File: src/rtl/ifsf_pkg.sv
package ifsf_pkg;

  localparam logic [7:0] FLAG_OCTET = 8'h7E;
  localparam logic [7:0] ESC_OCTET  = 8'h7D;
  localparam logic [7:0] ESC_FLAG   = 8'h5E;
  localparam logic [7:0] ESC_ESC    = 8'h5D;
  localparam logic [7:0] CTRL_SEQ0  = 8'h00;
  localparam logic [7:0] CTRL_SEQ1  = 8'h40;
  localparam logic [7:0] ADDR_RESET = 8'h03;

  // One classified payload byte, handed from front to back
  typedef struct packed {
    logic       hdr;
    logic [7:0] addr;
    logic [7:0] ctrl;
    logic [7:0] data;
    logic       last;
    logic [7:0] check;
  } job_t;

  function automatic logic needs_escape(input logic [7:0] b);
    needs_escape = (b == FLAG_OCTET) || (b == ESC_OCTET);
  endfunction

  function automatic logic [7:0] escaped(input logic [7:0] b);
    escaped = (b == FLAG_OCTET) ? ESC_FLAG : ESC_ESC;
  endfunction

endpackage

File: src/rtl/info_frame_stuffing_framer_core.sv
// Information-frame framer: takes payload bytes and emits a flag-delimited,
// byte-stuffed line stream, one line byte per cycle while out_stall is low. The
// first byte of a frame brings four header bytes (flag, address, control,
// header check); each payload byte gives one or two line bytes; the last byte
// of a frame adds one or two check bytes and the closing flag. So one input
// transfer produces 1 to 9 output transfers, and the output port, at one byte
// per cycle unless out_stall holds it, sets the sustained rate. Input
// transfers are taken every cycle while the two-entry job queue between the
// front classifier and the back sequencer has room. address_byte
// (cfg_write/cfg_data) applies from the next frame header.
module info_frame_stuffing_framer_core (
  input  logic       clk,
  input  logic       rst,
  input  logic       cfg_write,
  input  logic [7:0] cfg_data,
  input  logic       in_valid,
  output logic       in_stall,
  input  logic [7:0] data_byte,
  input  logic       last_byte,
  input  logic       retransmit,
  output logic       out_valid,
  input  logic       out_stall,
  output logic [7:0] out_byte,
  output logic       frame_end,
  output logic       run_last
);

  ifsf_pkg::job_t push_job;
  ifsf_pkg::job_t head;
  logic           push;
  logic           pop;
  logic           q_full;
  logic           head_valid;

  assign in_stall = q_full;

  ifsf_front u_front (
    .clk        (clk),
    .rst        (rst),
    .cfg_write  (cfg_write),
    .cfg_data   (cfg_data),
    .in_valid   (in_valid),
    .data_byte  (data_byte),
    .last_byte  (last_byte),
    .retransmit (retransmit),
    .q_full     (q_full),
    .push       (push),
    .job        (push_job)
  );

  ifsf_queue u_queue (
    .clk        (clk),
    .rst        (rst),
    .push       (push),
    .push_job   (push_job),
    .pop        (pop),
    .full       (q_full),
    .head_valid (head_valid),
    .head       (head)
  );

  ifsf_back u_back (
    .clk        (clk),
    .rst        (rst),
    .head_valid (head_valid),
    .head       (head),
    .pop        (pop),
    .out_valid  (out_valid),
    .out_stall  (out_stall),
    .out_byte   (out_byte),
    .frame_end  (frame_end),
    .run_last   (run_last)
  );

`ifndef SYNTH
  a_close_flag: assert property (@(posedge clk) disable iff (rst)
    out_valid && frame_end |-> out_byte == ifsf_pkg::FLAG_OCTET && run_last)
    else $error("closing flag malformed");

  a_esc_not_last: assert property (@(posedge clk) disable iff (rst)
    out_valid && out_byte == ifsf_pkg::ESC_OCTET |-> !run_last && !frame_end)
    else $error("escape byte ends an item");

  a_open_flag_not_last: assert property (@(posedge clk) disable iff (rst)
    out_valid && out_byte == ifsf_pkg::FLAG_OCTET && !frame_end |-> !run_last)
    else $error("opening flag ends an item");

  a_push_not_full: assert property (@(posedge clk) disable iff (rst)
    push |-> !q_full && in_valid)
    else $error("push into full queue");
`endif

endmodule

File: src/rtl/ifsf_front.sv
module ifsf_front (
  input  logic           clk,
  input  logic           rst,
  input  logic           cfg_write,
  input  logic [7:0]     cfg_data,
  input  logic           in_valid,
  input  logic [7:0]     data_byte,
  input  logic           last_byte,
  input  logic           retransmit,
  input  logic           q_full,
  output logic           push,
  output ifsf_pkg::job_t job
);

  logic [7:0] address_byte;
  logic       in_frame;
  logic       next_sequence;
  logic       frame_sequence;
  logic [7:0] running_check;

  logic       seq;
  logic [7:0] check_next;

  assign push = in_valid && !q_full;

  // retransmit only matters on the first byte of a frame
  assign seq        = (in_frame || retransmit) ? frame_sequence : next_sequence;
  assign check_next = (in_frame ? running_check : 8'h00) ^ data_byte;

  always_comb begin
    job.hdr   = !in_frame;
    job.addr  = address_byte;
    job.ctrl  = seq ? ifsf_pkg::CTRL_SEQ1 : ifsf_pkg::CTRL_SEQ0;
    job.data  = data_byte;
    job.last  = last_byte;
    job.check = check_next;
  end

  always_ff @(posedge clk) begin
    if (rst) begin
      address_byte   <= ifsf_pkg::ADDR_RESET;
      in_frame       <= 1'b0;
      next_sequence  <= 1'b0;
      frame_sequence <= 1'b0;
      running_check  <= 8'h00;
    end else begin
      if (cfg_write) begin
        address_byte <= cfg_data;
      end
      if (push) begin
        frame_sequence <= seq;
        if (last_byte) begin
          in_frame      <= 1'b0;
          running_check <= 8'h00;
          next_sequence <= !seq;
        end else begin
          in_frame      <= 1'b1;
          running_check <= check_next;
        end
      end
    end
  end

endmodule

File: src/rtl/ifsf_queue.sv
module ifsf_queue (
  input  logic           clk,
  input  logic           rst,
  input  logic           push,
  input  ifsf_pkg::job_t push_job,
  input  logic           pop,
  output logic           full,
  output logic           head_valid,
  output ifsf_pkg::job_t head
);

  ifsf_pkg::job_t entries [2];
  logic           wr_ptr;
  logic           rd_ptr;
  logic [1:0]     count;

  assign full       = (count == 2'd2);
  assign head_valid = (count != 2'd0);
  assign head       = entries[rd_ptr];

  always_ff @(posedge clk) begin
    if (push) begin
      entries[wr_ptr] <= push_job;
    end
  end

  always_ff @(posedge clk) begin
    if (rst) begin
      wr_ptr <= 1'b0;
      rd_ptr <= 1'b0;
      count  <= 2'd0;
    end else begin
      if (push) begin
        wr_ptr <= !wr_ptr;
      end
      if (pop) begin
        rd_ptr <= !rd_ptr;
      end
      unique case ({push, pop})
        2'b10:   count <= count + 2'd1;
        2'b01:   count <= count - 2'd1;
        default: count <= count;
      endcase
    end
  end

endmodule

File: src/rtl/ifsf_back.sv
module ifsf_back (
  input  logic           clk,
  input  logic           rst,
  input  logic           head_valid,
  input  ifsf_pkg::job_t head,
  output logic           pop,
  output logic           out_valid,
  input  logic           out_stall,
  output logic [7:0]     out_byte,
  output logic           frame_end,
  output logic           run_last
);

  typedef enum logic [3:0] {
    P_START,
    P_FLAG_OPEN,
    P_ADDR,
    P_CTRL,
    P_HCHK,
    P_DATA,
    P_DATA_ESC,
    P_CHK,
    P_CHK_ESC,
    P_FLAG_CLOSE
  } phase_t;

  phase_t     phase;
  phase_t     cur;
  phase_t     phase_next;
  logic [7:0] byte_c;
  logic       end_c;
  logic       last_c;
  logic       load;

  assign load = head_valid && (!out_valid || !out_stall);
  assign pop  = load && last_c;

  always_comb begin
    cur = phase;
    if (phase == P_START) begin
      if (head.hdr) begin
        cur = P_FLAG_OPEN;
      end else begin
        cur = P_DATA;
      end
    end
  end

  always_comb begin
    byte_c     = ifsf_pkg::FLAG_OCTET;
    end_c      = 1'b0;
    last_c     = 1'b0;
    phase_next = P_START;
    unique case (cur)
      P_FLAG_OPEN: begin
        phase_next = P_ADDR;
      end
      P_ADDR: begin
        byte_c     = head.addr;
        phase_next = P_CTRL;
      end
      P_CTRL: begin
        byte_c     = head.ctrl;
        phase_next = P_HCHK;
      end
      P_HCHK: begin
        byte_c     = head.addr ^ head.ctrl;
        phase_next = P_DATA;
      end
      P_START, P_DATA: begin
        if (ifsf_pkg::needs_escape(head.data)) begin
          byte_c     = ifsf_pkg::ESC_OCTET;
          phase_next = P_DATA_ESC;
        end else begin
          byte_c     = head.data;
          phase_next = P_CHK;
          last_c     = !head.last;
        end
      end
      P_DATA_ESC: begin
        byte_c     = ifsf_pkg::escaped(head.data);
        phase_next = P_CHK;
        last_c     = !head.last;
      end
      P_CHK: begin
        if (ifsf_pkg::needs_escape(head.check)) begin
          byte_c     = ifsf_pkg::ESC_OCTET;
          phase_next = P_CHK_ESC;
        end else begin
          byte_c     = head.check;
          phase_next = P_FLAG_CLOSE;
        end
      end
      P_CHK_ESC: begin
        byte_c     = ifsf_pkg::escaped(head.check);
        phase_next = P_FLAG_CLOSE;
      end
      P_FLAG_CLOSE: begin
        end_c  = 1'b1;
        last_c = 1'b1;
      end
    endcase
  end

  always_ff @(posedge clk) begin
    if (rst) begin
      out_valid <= 1'b0;
      phase     <= P_START;
    end else begin
      if (!out_valid || !out_stall) begin
        out_valid <= head_valid;
      end
      if (load) begin
        phase <= last_c ? P_START : phase_next;
      end
    end
  end

  always_ff @(posedge clk) begin
    if (load) begin
      out_byte  <= byte_c;
      frame_end <= end_c;
      run_last  <= last_c;
    end
  end

endmodule
File: config.mk
export PLATFORM = sky130hd
export DESIGN_NAME = info_frame_stuffing_framer_core
export DESIGN_NICKNAME = d
export VERILOG_FILES = /design/src/rtl/ifsf_pkg.sv /design/src/rtl/info_frame_stuffing_framer_core.sv /design/src/rtl/ifsf_front.sv /design/src/rtl/ifsf_queue.sv /design/src/rtl/ifsf_back.sv
export SDC_FILE = /design/constraint.sdc
export NUM_CORES = 1
export LEC_CHECK = 0
export BUFFER_PORTS_ARGS = -buffer_cell sky130_fd_sc_hd__buf_4
export CORE_UTILIZATION = 43
export DETAILED_ROUTE_END_ITERATION = 8
export REMOVE_ABC_BUFFERS = 1
export SLEW_MARGIN = 30
export SYNTH_ARGS = -nofsm -noshare
export SYNTH_HDL_FRONTEND = slang
export SYNTH_SLANG_ARGS = --single-unit
File: constraint.sdc
create_clock -name clk -period 3.85 [get_ports clk]
set_clock_uncertainty 0.15 [all_clocks]
set_input_delay 0.1925 -clock clk [delete_from_list [all_inputs] [get_ports clk]]
set_output_delay 0.1925 -clock clk [all_outputs]
set_load 0.03 [all_outputs]
==> out/summary.txt, run 1 <==
# setup viols final: 0
Area share of the largest cell type after synthesis: 47.50%
GRT Util Overall: 18.15%
Unrepaired setup endpoints after global routing: no
Worst slack, placed: 1.124 ns
GPL Wtd Cong: 0.8251
Synth warn: 0
DRC: 0
Antenna Violating Nets Remaining: 0
Hold WS: 0.02534 ns
Hold_buf cts: 18
Diodes inserted: 0
Max Freq: 0.3666 GHz
Clk_lat worst skew: 0.35 ns
Synthesized flop and latch total: 93
Global routing usage on met1: 24.94%
Final Max Tran Viols: 0
Setup TNS: 0 ns
Worst path required time: 3.98 ns
Most used DFF post-synth: edfxtp_1
Setup Buffers After CTS: 0
Worst setup margin: 1.122 ns
Most frequent cells after synthesis: edfxtp_1 (64), nor2_1 (40), dfxtp_1 (29)
Vias after detailed routing: 2,642
Htree depth: 3
Clock root cell: clkbuf_8
Hold WC Path Type: in2reg
Initial Util: 44.00%
Cell area after synthesis: 0.004046 sq mm
Outcome: finished clean
GRT overflow: 0
Pleak: 1.738 nW
Maximum Capacitance Violations: 0
Final min period: 2.728 ns
Average cell area after synthesis: 12.34 sq um
DR WL/cell: 16.54 um
Vias in the first global route: 2,609
Register area share after synthesis: 61.84%
Final WL: 8203 um
Buffers on Ports: 34
Hold Violations, Final: 0
CORE AREA: 0.009196 sq mm
Busiest layer in global routing: met2
Synth cell types: 55
Synth async-reset ratio: 0%
Most common cell in the synthesized netlist: edfxtp_1
Die width: 99.01 um
Pwr dens: 622.5 mW/mm^2
Die height: 99.01 um
DRT iter0 DRCs: 116
CP endpoint kind: register
Synth top area cells: edfxtp_1 (47%), dfxtp_1 (14%), mux2i_1 (6.9%), nor2_1 (3.7%), xnor2_1 (3.2%)
Peak VDD IR: 0.2458 mV
Final core utilization: 52.46%
Final period utilization: 70.85%
EDFF count, synth: 64
First-pass detailed-route iteration total: 4
CTS Buffer Depth: 2
Crit path DAT: 2.85 ns
Die area: 0.009802 sq mm
DR vias/cell: 5.327
Final HPWL DP: 5873 um
Antenna violations before repair: 0
Clk sinks: 93
Layout cells sized above 1: 18.44%
Final Cell Area: 0.004825 sq mm
Largest area contributor in the netlist: edfxtp_1
Worst slew pin tran: 0.5328 ns
Crit start category: register
First-pass GRT wire length: 13,480 um
DP Area: 0.004387 sq mm
GR met2 Demand/Resource: 28.29%
# nets final: 404
Met3 usage: 3.901%
CTS resizes: 0
Largest net degree at the start of global routing: 31
Layout area overhead: 19.23%
Worst-path maximum fanout: 17
CTS buffer count: 9
Rows: 35
Rel. slew slack: 64.35%
Post-Synthesis Cells: 328
Top-level port count: 35
Setup CP Type: reg2reg
CTS tree: done
Clock Pin Slew Worst Setup and Hold Paths: 0.09 ns
cells in the final DEF, fill, tap and decap left out, types with 2 or more instances in the layout:
cell	Yosys	final
edfxtp_1	64	64
buf_4	0	39
nor2_1	40	38
dfxtp_1	29	29
mux2i_1	28	28
nand2_1	25	25
dlygate4sd3_1	0	18
xnor2_1	15	15
a21oi_1	12	12
clkbuf_8	0	11
inv_1	10	10
nand3_1	10	10
a22oi_1	8	8
o21ai_0	6	6
or3_1	5	5
nand2b_1	4	4
nor2b_1	4	4
o211ai_1	4	4
o22ai_1	4	4
nor2_2	1	3
mux2_2	3	3
bufinv_16	0	3
o21ai_1	2	2
nand4_1	2	2
o31ai_1	2	2
xor2_1	2	2
mux2_1	2	2
a211o_1	2	2
stage by stage:
stage,std cells,total power [mW]
floorplan,312,1.928
CTS,496,3.028
finish,496,3.003
detailed placement,462,2.211
global route,496,3.157
global placement,462,2.205
worst max-delay path: stages (launching register included):
cell and delay (ns):
dfxtp_1 0.61, buf_4 0.34, mux2i_1 0.26, nand2_1 0.09, o21ai_2 0.30, nor2_4 0.07
ha_1 0.31, or3_1 0.37, a21oi_1 0.15
final timing paths:
path	start	end	slack, ns	cells after the start
setup / recovery	register	u_queue.count[1]	1.12	8
hold / removal	cfg_write	u_front.address_byte[0]	0.03	2
setup reg to reg	register	u_queue.count[1]	1.12	8
hold reg to reg	u_front.address_byte[5]	u_queue.entries[0][29]	0.31	0
layout make-up:
| type | count | area, sq um |
|---|---|---|
| repair buffers | 57 | 473.0 |
| flip-flops and latches | 93 | 2502 |
| fillers | 833 | 4372 |
| clock inverters | 5 | 106.4 |
| inverters | 10 | 37.54 |
| clock buffers | 11 | 151.4 |
| multi-input cells | 209 | 1415 |
| well taps | 111 | 138.9 |
metal layers:
metal / share of wire [%] / routed length, um
met5: 0 / 0
met3: 2.7 / 220
met4: 1.5 / 120
met1: 50 / 4079
met2: 46 / 3783
cell families (layout without fill, tap and decap cells):
group	count (synthesis)	count (layout)	share of synthesized area, %
and+or+nand+nor	100	100	11.78
DFF	93	93	61.84
AOI/OAI and AO/OA	57	57	10.20
muxes	34	34	8.874
buffers and inverters	26	83	3.309
xor gates and xnor gates	17	17	3.680
adders and majority gates	1	1	0.3092
power breakdown:
| group | leakage [nW] | switching [mW] | total [mW] | internal, mW |
|---|---|---|---|---|
| registers | 0.837 | 0.107 | 1.37 | 1.26 |
| clock network | 0.126 | 0.331 | 0.799 | 0.468 |
| logic | 0.775 | 0.502 | 0.833 | 0.331 |
| total | 1.74 | 0.940 | 3.00 | 2.06 |
sequential cells by signal (all words and copies together) (netlist names), named ones only:
name and count:
u_back.frame_end 1, u_back.out_byte 8, u_back.out_valid 1, u_back.phase 4, u_back.run_last 1, u_front.address_byte 8, u_front.frame_sequence 1, u_front.in_frame 1
u_front.next_sequence 1, u_front.running_check 8, u_queue.count 2, u_queue.entries 54, u_queue.rd_ptr 1, u_queue.wr_ptr 1
(Power assumes the default switching activity.)
==> inputs of run 2 (changes only) <==
ABC_AREA = 1   (was unset)
clock period = 2.26 ns   (was 3.85 ns; I/O delays follow)
==> run 2 against run 1 <==
Compared with the run above:
- global-route usage is 1.8 points higher
- total power grew 100%
- cell area up 10%
- critical path depth increased by 9
- combinational power rose to 2.9 times the previous value
- final cell count grew 31%
- register-to-register slack got worse by 1.0 ns
- sequential share of layout area shrank 4.7 points
- synthesized cell count up 29%
- sequential power grew 71%
- clock-buffer cell count fell by 2
- worst hold slack gained 0.022 ns
- largest cell class unchanged
- highest routed layer is now met5
==> out/summary.txt, run 2 <==
Clk_lat worst skew: 0.36 ns (about the same)
Final Max Tran Viols: 0 (unchanged)
Synthesized flop and latch total: 93 (unchanged)
CORE AREA: 0.009284 sq mm (+0.95%)
Rows: 35 (unchanged)
Maximum Capacitance Violations: 0 (unchanged)
Met3 usage: 4.666% (+0.77 points)
Synth warn: 0 (unchanged)
Power consumption: 6.007 mW (+100%)
Outcome: finished clean
Top-level port count: 35 (unchanged)
Final WL: 9295 um (+13%)
Rel. slew slack: 60.07% (-4.3 points)
Die width: 100.1 um (+1.1%)
Final Cell Area: 0.005309 sq mm (+10%)
Slowest cell on the critical path: dfxtp_4
Vias after detailed routing: 3,178 (+20%)
Largest area contributor in the netlist: edfxtp_1
Unrepaired setup endpoints after global routing: yes
CTS Buffer Depth: 2 (unchanged)
R2R depth: 17 (+9)
CTS buffer count: 9 (unchanged)
Final HPWL DP: 6289 um (+7.1%)
EDFF count, synth: 64 (unchanged)
Worst slack, placed: -0.06658 ns (-1.191 ns)
CTS tree: done
Final Non-Filler Cells: 650 (+31%)
Max reg flops: 54 (unchanged)
CP endpoint kind: register
Final period utilization: 96.50% (+26 points)
Average cell area after synthesis: 9.765 sq um (-21%)
Layout cells sized above 1: 23.22% (+4.8 points)
Crit path DAT: 2.33 ns (-0.52 ns)
Most frequent cells after synthesis: nand2_1 (107), edfxtp_1 (64), nor2_1 (57)
Worst-path maximum fanout: 8 (-9)
Pleak: 2.219 nW (+28%)
Antenna violations before repair: 1 (+1)
Synth top area cells: edfxtp_1 (46%), dfxtp_1 (14%), nand2_1 (9.7%), nor2_1 (5.2%), inv_1 (4.1%)
GPL Wtd Cong: 0.9119 (+11%)
First-pass detailed-route iteration total: 4 (unchanged)
Most common cell in the synthesized netlist: nand2_1
Worst path required time: 2.41 ns (-1.57 ns)
Busiest layer in global routing: met2
GR met2 Demand/Resource: 33.09% (+4.8 points)
Pwr dens: 1132 mW/mm^2 (+82%)
Top reg by flops: u_queue.entries
Crit-path max cell delay: 0.38 ns (-0.23 ns)
DR vias/cell: 4.889 (-8.2%)
First-pass GRT wire length: 15,080 um (+12%)
Buffers on Ports: 34 (unchanged)
Htree depth: 3 (unchanged)
Final min period: 2.181 ns (-0.5468 ns)
Register area share after synthesis: 60.44% (-1.4 points)
Die height: 100.1 um (+1.1%)
Clock root cell: clkbuf_8
Most used DFF post-synth: edfxtp_1
Worst setup endpoint: u_queue.count[1]
Largest net degree at the start of global routing: 28 (-9.7%)
CP Cell Sequence: buf_12, inv_12, nand2_1, nand2_2, nand2_1, nor2_2, nand3_2, nand3_4, nand2_4, nand2_4, clkinv_4, ha_4, inv_2, nand2_1, nor2_2, o21ai_1, a21oi_1
Clk sinks: 93 (unchanged)
Vias in the first global route: 3,106 (+19%)
GRT Util Overall: 19.96% (+1.8 points)
CP dominant cell by count: nand2_1
Synth cell types: 41 (-25%)
Global routing usage on met1: 25.49% (+0.55 points)
Setup CP Type: reg2reg
Synth async-reset ratio: 0% (unchanged)
Reg2reg setup slack: 0.08 ns (-1.04 ns)
DP Area: 0.004613 sq mm (+5.2%)
DRC: 0 (unchanged)
Antenna Violating Nets Remaining: 0 (unchanged)
Initial Util: 44.60% (+0.60 points)
Hold WC Path Type: in2reg
Hold WS: 0.04782 ns (+0.02248 ns)
R2r endpoint: u_queue.count[1]
Clock Pin Slew Worst Setup and Hold Paths: 0.10 ns (about the same)
Crit start category: register
DRT iter0 DRCs: 183 (+58%)
GRT overflow: 0 (unchanged)
# nets final: 540 (+34%)
Most frequent cells in the layout: nand2_1 (102), edfxtp_1 (64), buf_4 (62), nor2_1 (53), inv_1 (44)
Hold Violations, Final: 0 (unchanged)
Inst Count DP: 591 (+28%)
Cell area after synthesis: 0.004140 sq mm (+2.3%)
# setup viols final: 0 (unchanged)
Diodes inserted: 0 (unchanged)
Post-Synthesis Cells: 424 (+29%)
Worst slew pin tran: 0.5967 ns (+0.06394 ns)
Peak VDD IR: 0.4284 mV (+74%)
Area share of the largest cell type after synthesis: 46.42% (-1.1 points)
Worst setup margin: 0.07900 ns (-1.043 ns)
Layout area overhead: 28.23%
DR WL/cell: 14.30 um (-14%)
Max Freq: 0.4585 GHz (+25%)
Min-Delay Startpoint: cfg_write
Die area: 0.01003 sq mm (+2.3%)
Commonest non-fill, non-tap cell in the layout: nand2_1
## run 2: cell count changes in the layout (fill, tap and decap cells not counted), sizes merged, moves of 5 or more
cell / previous run / this run
o21ai: 9 / 25
xor2: 2 / 8
dlygate4sd3: 18 / 28
nand2: 25 / 110
mux2: 5 / 0
inv: 10 / 54
buf: 39 / 64
mux2i: 28 / 2
xnor2: 15 / 0
nor2: 42 / 64
or3: 5 / 0
## run 2: area by class of cell
type | instances | area [sq um]
Fill cell | 830 | 3975
Sequential cell | 93 | 2506
Multi-Input combinational cell | 268 | 1400
Timing Repair Buffer | 92 | 793.3
Inverter | 51 | 209.0
Tap cell | 129 | 161.4
Clock buffer | 9 | 123.9
Clock inverter | 7 | 106.4
Timing Repair inverter | 1 | 8.758
## run 2: what timing repair did
item / CTS / global route
endpoints found under the setup margin: 1 / 3
buffers inserted: 13 / 1
hold endpoints to repair: 57 / 0
hold buffers: 28 / 0
resized for setup: 9 / 8
pin swaps: 9 / 6
gates cloned: 1 / 1
## run 2: worst min path at each step
stage / slack (ns) / endpoint / cells past startpoint
4_1_cts: 0.03 / u_front.address_byte[0] / 4
6_report: 0.05 / u_front.address_byte[0] / 4
2_1_floorplan: 0.03 / u_back.out_valid / 1
3_5_place_dp: 0.17 / u_queue.entries[0][9] / 1
3_3_place_gp: 0.16 / u_queue.entries[1][9] / 1
5_1_grt: 0.07 / u_front.address_byte[0] / 4
## run 2: worst max-delay path, delay by kind of cell (launching register included)
| kind | cells | cell delay, ns |
|---|---|---|
| AND/OR/NAND/NOR | 10 | 0.83 |
| flip-flops | 1 | 0.38 |
| buffers and inverters | 4 | 0.34 |
| adder cells (fa/ha/maj) | 1 | 0.20 |
| AO/OA/AOI/OAI | 2 | 0.20 |
## run 2: cell families (layout without fill, tap and decap cells)
logic type	count (synthesis)	after routing	synth area share (%)
simple gates	195	195	20.46
flops	93	93	60.44
buf+inv	63	160	6.830
compound gates	62	62	9.490
xor+xnor	8	8	1.692
mux	2	2	0.7857
fa+ha+maj	1	1	0.3022
## run 2: through the flow
| stage | TNS [ns] | utilization, % |
|---|---|---|
| after global routing | -0.05647 | 57.18 |
| after detailed placement | -0.06658 | 49.69 |
| after CTS | 0 | 56.82 |
| after floorplan | -21.76 | - |
| after global placement | 0 | 49.69 |
| final | 0 | 57.18 |
## run 2: layer usage
metal | routed length, um | part of all wire, %
met5 | 12 | 0.13
met4 | 191 | 2.1
met3 | 337 | 3.6
met2 | 4540 | 49
met1 | 4213 | 45
## run 2: where the power goes
group / internal, mW / switching, mW
clock: 0.642 / 0.632
sequential: 2.19 / 0.150
combinational: 0.918 / 1.47
total: 3.75 / 2.25
